## config.mk

```make
export PLATFORM = sky130hd
export DESIGN_NAME = pma_queue
export DESIGN_NICKNAME = d
export VERILOG_FILES = /design/src/design/polygon_moment_accumulator_macros.svh /design/src/design/pma_pkg.sv /design/src/design/pma_queue.sv
export SDC_FILE = /design/constraint.sdc
export NUM_CORES = 1
export LEC_CHECK = 0
export BUFFER_PORTS_ARGS = -buffer_cell sky130_fd_sc_hd__clkbuf_2
export CAP_MARGIN = 5
export CORE_MARGIN = 2
export CORE_UTILIZATION = 33
export CTS_BUF_LIST = sky130_fd_sc_hd__clkbuf_8
export DETAILED_ROUTE_END_ITERATION = 10
export HOLD_SLACK_MARGIN = 0.03
export MAX_ROUTING_LAYER = met4
export PLACE_DENSITY_LB_ADDON = 0.1
export SYNTH_ARGS = -nofsm -noshare
export SYNTH_HDL_FRONTEND = slang
export SYNTH_SLANG_ARGS = --single-unit
```

## constraint.sdc

```tcl
create_clock -name clk -period 2.6 [get_ports clk]
set_input_delay 0.39 -clock clk [delete_from_list [all_inputs] [get_ports clk]]
set_output_delay 0.39 -clock clk [all_outputs]
set_load 0.01 [all_outputs]
```

## src/design/polygon_moment_accumulator_macros.svh

```systemverilog
// Assertion macros for the polygon moment accumulator.
// Used by the modules that carry concurrent assertions; no dependencies.
`ifndef POLYGON_MOMENT_ACCUMULATOR_MACROS_SVH
`define POLYGON_MOMENT_ACCUMULATOR_MACROS_SVH

// same-cycle implication, disabled in reset
`define PMA_ASSERT_NOW(lbl, clk, rst, ante, cons) \
  lbl: assert property (@(posedge clk) disable iff (rst) (ante) |-> (cons)) \
    else $error("pma assertion failed");

// next-cycle implication, disabled in reset
`define PMA_ASSERT_NEXT(lbl, clk, rst, ante, cons) \
  lbl: assert property (@(posedge clk) disable iff (rst) (ante) |=> (cons)) \
    else $error("pma assertion failed");

`endif

```

## src/design/pma_pkg.sv

```systemverilog
// Package for the polygon moment accumulator: widths, payload structs
// and the edge record passed from the front end to the back end. No dependencies.
package pma_pkg;

  localparam int COORD_BITS  = 12;
  localparam int IN_W        = 12;
  localparam int SUM_W       = 64;
  localparam int D_W         = COORD_BITS + 1;   // signed coordinate / delta
  localparam int P_W         = 2 * COORD_BITS + 2; // first-level products
  localparam int A_W         = P_W + 1;          // edge cross term
  localparam int F_W         = P_W + 3;          // moment weights
  localparam int M_W         = A_W + F_W;        // full term product
  localparam int QUEUE_DEPTH = 4;
  localparam int QPTR_W      = $clog2(QUEUE_DEPTH);
  localparam int QCNT_W      = $clog2(QUEUE_DEPTH + 1);

  typedef logic [COORD_BITS-1:0] coord_t;

  typedef struct packed {
    logic [IN_W-1:0] px;
    logic [IN_W-1:0] py;
    logic            last;
  } vertex_t;

  typedef struct packed {
    logic signed [SUM_W-1:0] area_x2;
    logic signed [SUM_W-1:0] mom_x_x6;
    logic signed [SUM_W-1:0] mom_y_x6;
    logic signed [SUM_W-1:0] mom_xy_x24;
    logic signed [SUM_W-1:0] mom_xx_x12;
    logic signed [SUM_W-1:0] mom_yy_x12;
  } moments_t;

  // edge from (xj,yj) to (x,y); emit closes the contour
  typedef struct packed {
    coord_t x;
    coord_t y;
    coord_t xj;
    coord_t yj;
    logic   emit;
  } edge_t;

endpackage

```

## src/design/pma_queue.sv

```systemverilog
// Short edge queue between the front end and the back end.
// Depends on pma_pkg.
module pma_queue import pma_pkg::*; (
  input  logic  clk,
  input  logic  rst,
  input  logic  push,
  input  edge_t push_edge,
  output logic  full,
  input  logic  pop,
  output logic  not_empty,
  output edge_t head
);

  edge_t             slots [QUEUE_DEPTH];
  logic [QPTR_W-1:0] wr_ptr;
  logic [QPTR_W-1:0] rd_ptr;
  logic [QCNT_W-1:0] count;

  assign full      = (count == QCNT_W'(QUEUE_DEPTH));
  assign not_empty = (count != '0);
  assign head      = slots[rd_ptr];

  always_ff @(posedge clk) begin
    if (push) begin
      slots[wr_ptr] <= push_edge;
    end
  end

  always_ff @(posedge clk) begin
    if (rst) begin
      wr_ptr <= '0;
      rd_ptr <= '0;
      count  <= '0;
    end else begin
      if (push) begin
        wr_ptr <= (wr_ptr == QPTR_W'(QUEUE_DEPTH - 1)) ? '0 : wr_ptr + 1'b1;
      end
      if (pop) begin
        rd_ptr <= (rd_ptr == QPTR_W'(QUEUE_DEPTH - 1)) ? '0 : rd_ptr + 1'b1;
      end
      if (push && !pop) begin
        count <= count + 1'b1;
      end else if (pop && !push) begin
        count <= count - 1'b1;
      end
    end
  end

endmodule

```

==> impl_results.rst <==
.. list-table::
   :header-rows: 1

   * - Metric
     - Value
   * - Highest attainable clock frequency
     - approximately 410 MHz
   * - Length in cells of the worst reg-to-reg path
     - 3
   * - Setup repair bufs after CTS
     - 0
   * - HP Class
     - input port to flip-flop
   * - Max incr delay on CP
     - 590 ps
   * - Part of the power in the clock network
     - a little over a third
   * - Mean instance size in the synthesized netlist
     - 25.1 µm²
   * - CP delay by family, top
     - multiplexers
   * - Fraction of synthesized cell area taken by the top area cell type
     - roughly four fifths
   * - Setup Total Neg Slack
     - 0 ps
   * - Port Buffer Count
     - 103
   * - Final number of setup-violating endpoints
     - 0
   * - Core region area
     - approximately 23000 µm²
   * - Top cells by area, synth
     - sky130_fd_sc_hd__edfxtp_1, sky130_fd_sc_hd__mux4_2, sky130_fd_sc_hd__dfxtp_1
   * - Worst Path Class, Setup
     - flip-flop to output pin
   * - DRT Wirelength
     - 14.8 mm
   * - Number of buffers between clock root and the deepest sink
     - 3
   * - HPWL after DPL
     - approximately 8.5 mm
   * - Clock root buffer
     - sky130_fd_sc_hd__clkbuf_8
   * - Post-layout min period
     - 2430 ps
   * - Final period util
     - 93.3%
   * - Sw power
     - around 1.6 mW
   * - Post-cts hold buffer count
     - 0
   * - Cells after synthesis
     - 300
   * - Routed vias
     - 3474
   * - Number of search-and-repair iterations in the first detailed-routing pass
     - 5
   * - Maximum Capacitance Violations
     - 0
   * - Critical-path cell list
     - buf_12 > mux4_1 > clkbuf_2
   * - Share of final-layout standard cells stronger than drive strength 1
     - ~45%
   * - Clock network latency to the later pin of the worst-skew pair
     - about 520 ps
   * - Area Overhead vs Synth
     - 20.3%
   * - Effective utilization at floorplan
     - between 30 and 40%
   * - Largest clock skew in the final design
     - roughly 35 ps
   * - Seq/Total Area, Yosys
     - 80.5%
   * - Average wire per cell in the routed design
     - around 20 µm
   * - Worst path depth
     - 3
   * - Most instantiated flip-flop cell in the synthesis netlist
     - sky130_fd_sc_hd__edfxtp_1
   * - CTS HTree Levels
     - 2
   * - Placer's final routability congestion estimate
     - between 0.6 and 0.7
   * - Hold Path Stages
     - 1
   * - Internal
     - between 5 and 6 mW
   * - Number of warnings issued by yosys
     - 0
   * - Ratio of routed vias to standard cells
     - 4.63
   * - Layout Cells excl Fill
     - between 700 and 800
   * - Die ar.
     - approximately 24000 µm²
   * - Relative slew margins
     - between 60 and 70%
   * - RSZ-0062 raised after global routing
     - no
   * - DRC Markers
     - 0
   * - Fraction of power consumed by combinational cells
     - under 10%
   * - Placed cell count
     - just under 700
   * - Clock slew seen by the registers of the worst setup and hold paths
     - 60 ps
   * - Width of the die
     - ~160 µm
   * - WP data arrival
     - about 2000 ps
   * - 1st-iter DRT viols
     - 110
   * - Max Fanout on Critical Path
     - 23
   * - Global-route wire length before repair
     - around 22 mm
   * - Grt peak-use layer
     - met2
   * - Met3 Usage GRT
     - under 10%
   * - Total global-route track usage
     - a little over an eighth
   * - Initial antenna violation count
     - 1
   * - Cell area after technology mapping
     - about 7500 µm²
   * - Number of nets in the synthesized netlist
     - 360
   * - Worst IR Drop VDD
     - ~420 µV
   * - Endpoint kind of the worst setup timing path
     - output pin
   * - GR met1 Demand/Resource
     - between 10% and 20%
   * - Num Clock Sinks
     - around 210
   * - Power density over cell area
     - ~770 nW/µm²
   * - Number of buffers created by CTS
     - 37
   * - Reported leakage power
     - around 3.2 nW
   * - Kind of start point of the critical path
     - flip-flop
   * - Worst path bufs/invs
     - 2
   * - Number of synthesized register bits
     - a little over 200
   * - Max-slew violation count
     - 0
   * - Number of nets in the layout
     - a little over 500
   * - GR Util met2
     - a little over a fifth
   * - GRT Residual Overflow
     - 0
   * - Transition time at the pin with the least slew margin
     - between 400 and 500 ps
   * - Maximum number of pins on one net before global-route repair
     - 35
   * - Number of enable-type register cells in the synthesized netlist
     - roughly 200
   * - Required time of the critical path
     - 2210 ps
   * - Post-synthesis cell type count
     - 20
   * - Switching portion of total power
     - a little under a quarter
   * - Final-report hold violation count
     - 0
   * - Vert. Die Dim
     - around 160 µm
   * - Post-detailed-route count of antenna-violating nets
     - 0
   * - Via count of the first global-routing pass
     - approximately 4k
   * - Result of the run
     - finished clean
   * - Std-Cell Rows
     - 55
   * - Asr flop ratio synth
     - 0%
   * - Synth area leader
     - sky130_fd_sc_hd__edfxtp_1
   * - Ports
     - around 100
   * - Count of cells resized by post-cts repair
     - 0
   * - CTS tree
     - done
   * - Sequential share of power
     - a little over half
   * - Critical-path cell with the highest stage delay
     - sky130_fd_sc_hd__mux4_1
cells by family (layout without fill, tap and decap cells):
kind of cell               after synthesis  in the layout  share of synthesized area [%]
AOI/OAI and AO/OA                        3              3                          0.199
xor gates and xnor gates                 2              2                          0.233
adders and majority gates                7              7                           1.26
buffers and inverters                   15            179                           1.46
DFF                                    205            205                           80.5
muxes                                   53             53                           15.3
other                                    0              1                              0
and+or+nand+nor                         15             15                           1.05
stage by stage:
step | setup WS, ps | hold slack [ps] | instance area (µm²) | utilization, % | power, mW
final | 175 | 95.0 | 9060 | 40.3 | 7.01
after global routing | 29.7 | 58.1 | 9060 | 40.3 | 7.37
after CTS | 83.3 | 46.3 | 9060 | 40.3 | 7.16
after detailed placement | 667 | 505 | 8450 | 37.5 | 4.56
after floorplan | 469 | 455 | 7530 | - | 4.26
after global placement | 672 | 488 | 8450 | 37.5 | 4.54
layout make-up:
class | instances | area [µm²]
Tap cell | 285 | 357
Fill cell | 2030 | 13400
Sequential cell | 205 | 6070
Antenna cell | 1 | 2.50
Clock buffer | 38 | 523
Inverter | 4 | 15.0
Multi-Input combinational cell | 80 | 1360
Timing Repair Buffer | 115 | 643
Clock inverter | 22 | 88.8
power by group through the flow:
stage / clock network, mW / registers, mW / logic, mW
after CTS: 2.67 / 3.84 / 0.658
after detailed placement: 0 / 3.90 / 0.656
after floorplan: 0 / 3.88 / 0.378
final: 2.54 / 3.83 / 0.632
after global routing: 2.82 / 3.85 / 0.697
after global placement: 0 / 3.89 / 0.648
state kept, by name (all words and copies together), names as in the netlist, named ones only:
register and count:
rd_ptr 2, slots 196, wr_ptr 2, count 3
Yosys cell counts (3+ instances only):
| master | n |
|---|---|
| sky130_fd_sc_hd__and2_1 | 4 |
| sky130_fd_sc_hd__buf_1 | 3 |
| sky130_fd_sc_hd__inv_1 | 4 |
| sky130_fd_sc_hd__mux4_2 | 47 |
| sky130_fd_sc_hd__dfxtp_1 | 9 |
| sky130_fd_sc_hd__ha_1 | 6 |
| sky130_fd_sc_hd__edfxtp_1 | 196 |
| sky130_fd_sc_hd__nor2_1 | 7 |
| sky130_fd_sc_hd__buf_4 | 3 |
| sky130_fd_sc_hd__mux2i_1 | 4 |
path summary, 6_finish.rpt:
path | startpoint | end | slack [ps]
hold reg to reg | count[2] | count[2] | 510
setup reg to reg | wr_ptr[0] | slots[3][5] | 1050
hold / removal | push_edge[48] | slots[0][48] | 100
setup / recovery | flip-flop | head[48] | 170
placed cells by master (no fill, tap or decap), drive strengths merged:
cell and count:
edfxtp 196, clkbuf 141, mux4 49, inv 20
buf 12, dfxtp 9, nor2 7, ha 6
clkinv 6, and2 4, mux2i 4, or3 2
nor3b 2, xor2 2, a21oi 2, diode 1
o21ai 1, fa 1
metal layers:
| layer | routed length [µm] | part of all wire [%] |
|---|---|---|
| met5 | 0 | 0 |
| met4 | 354 | 2.4 |
| met3 | 1100 | 7.4 |
| met1 | 6120 | 41 |
| met2 | 7230 | 49 |
(Power assumes the default switching activity.)
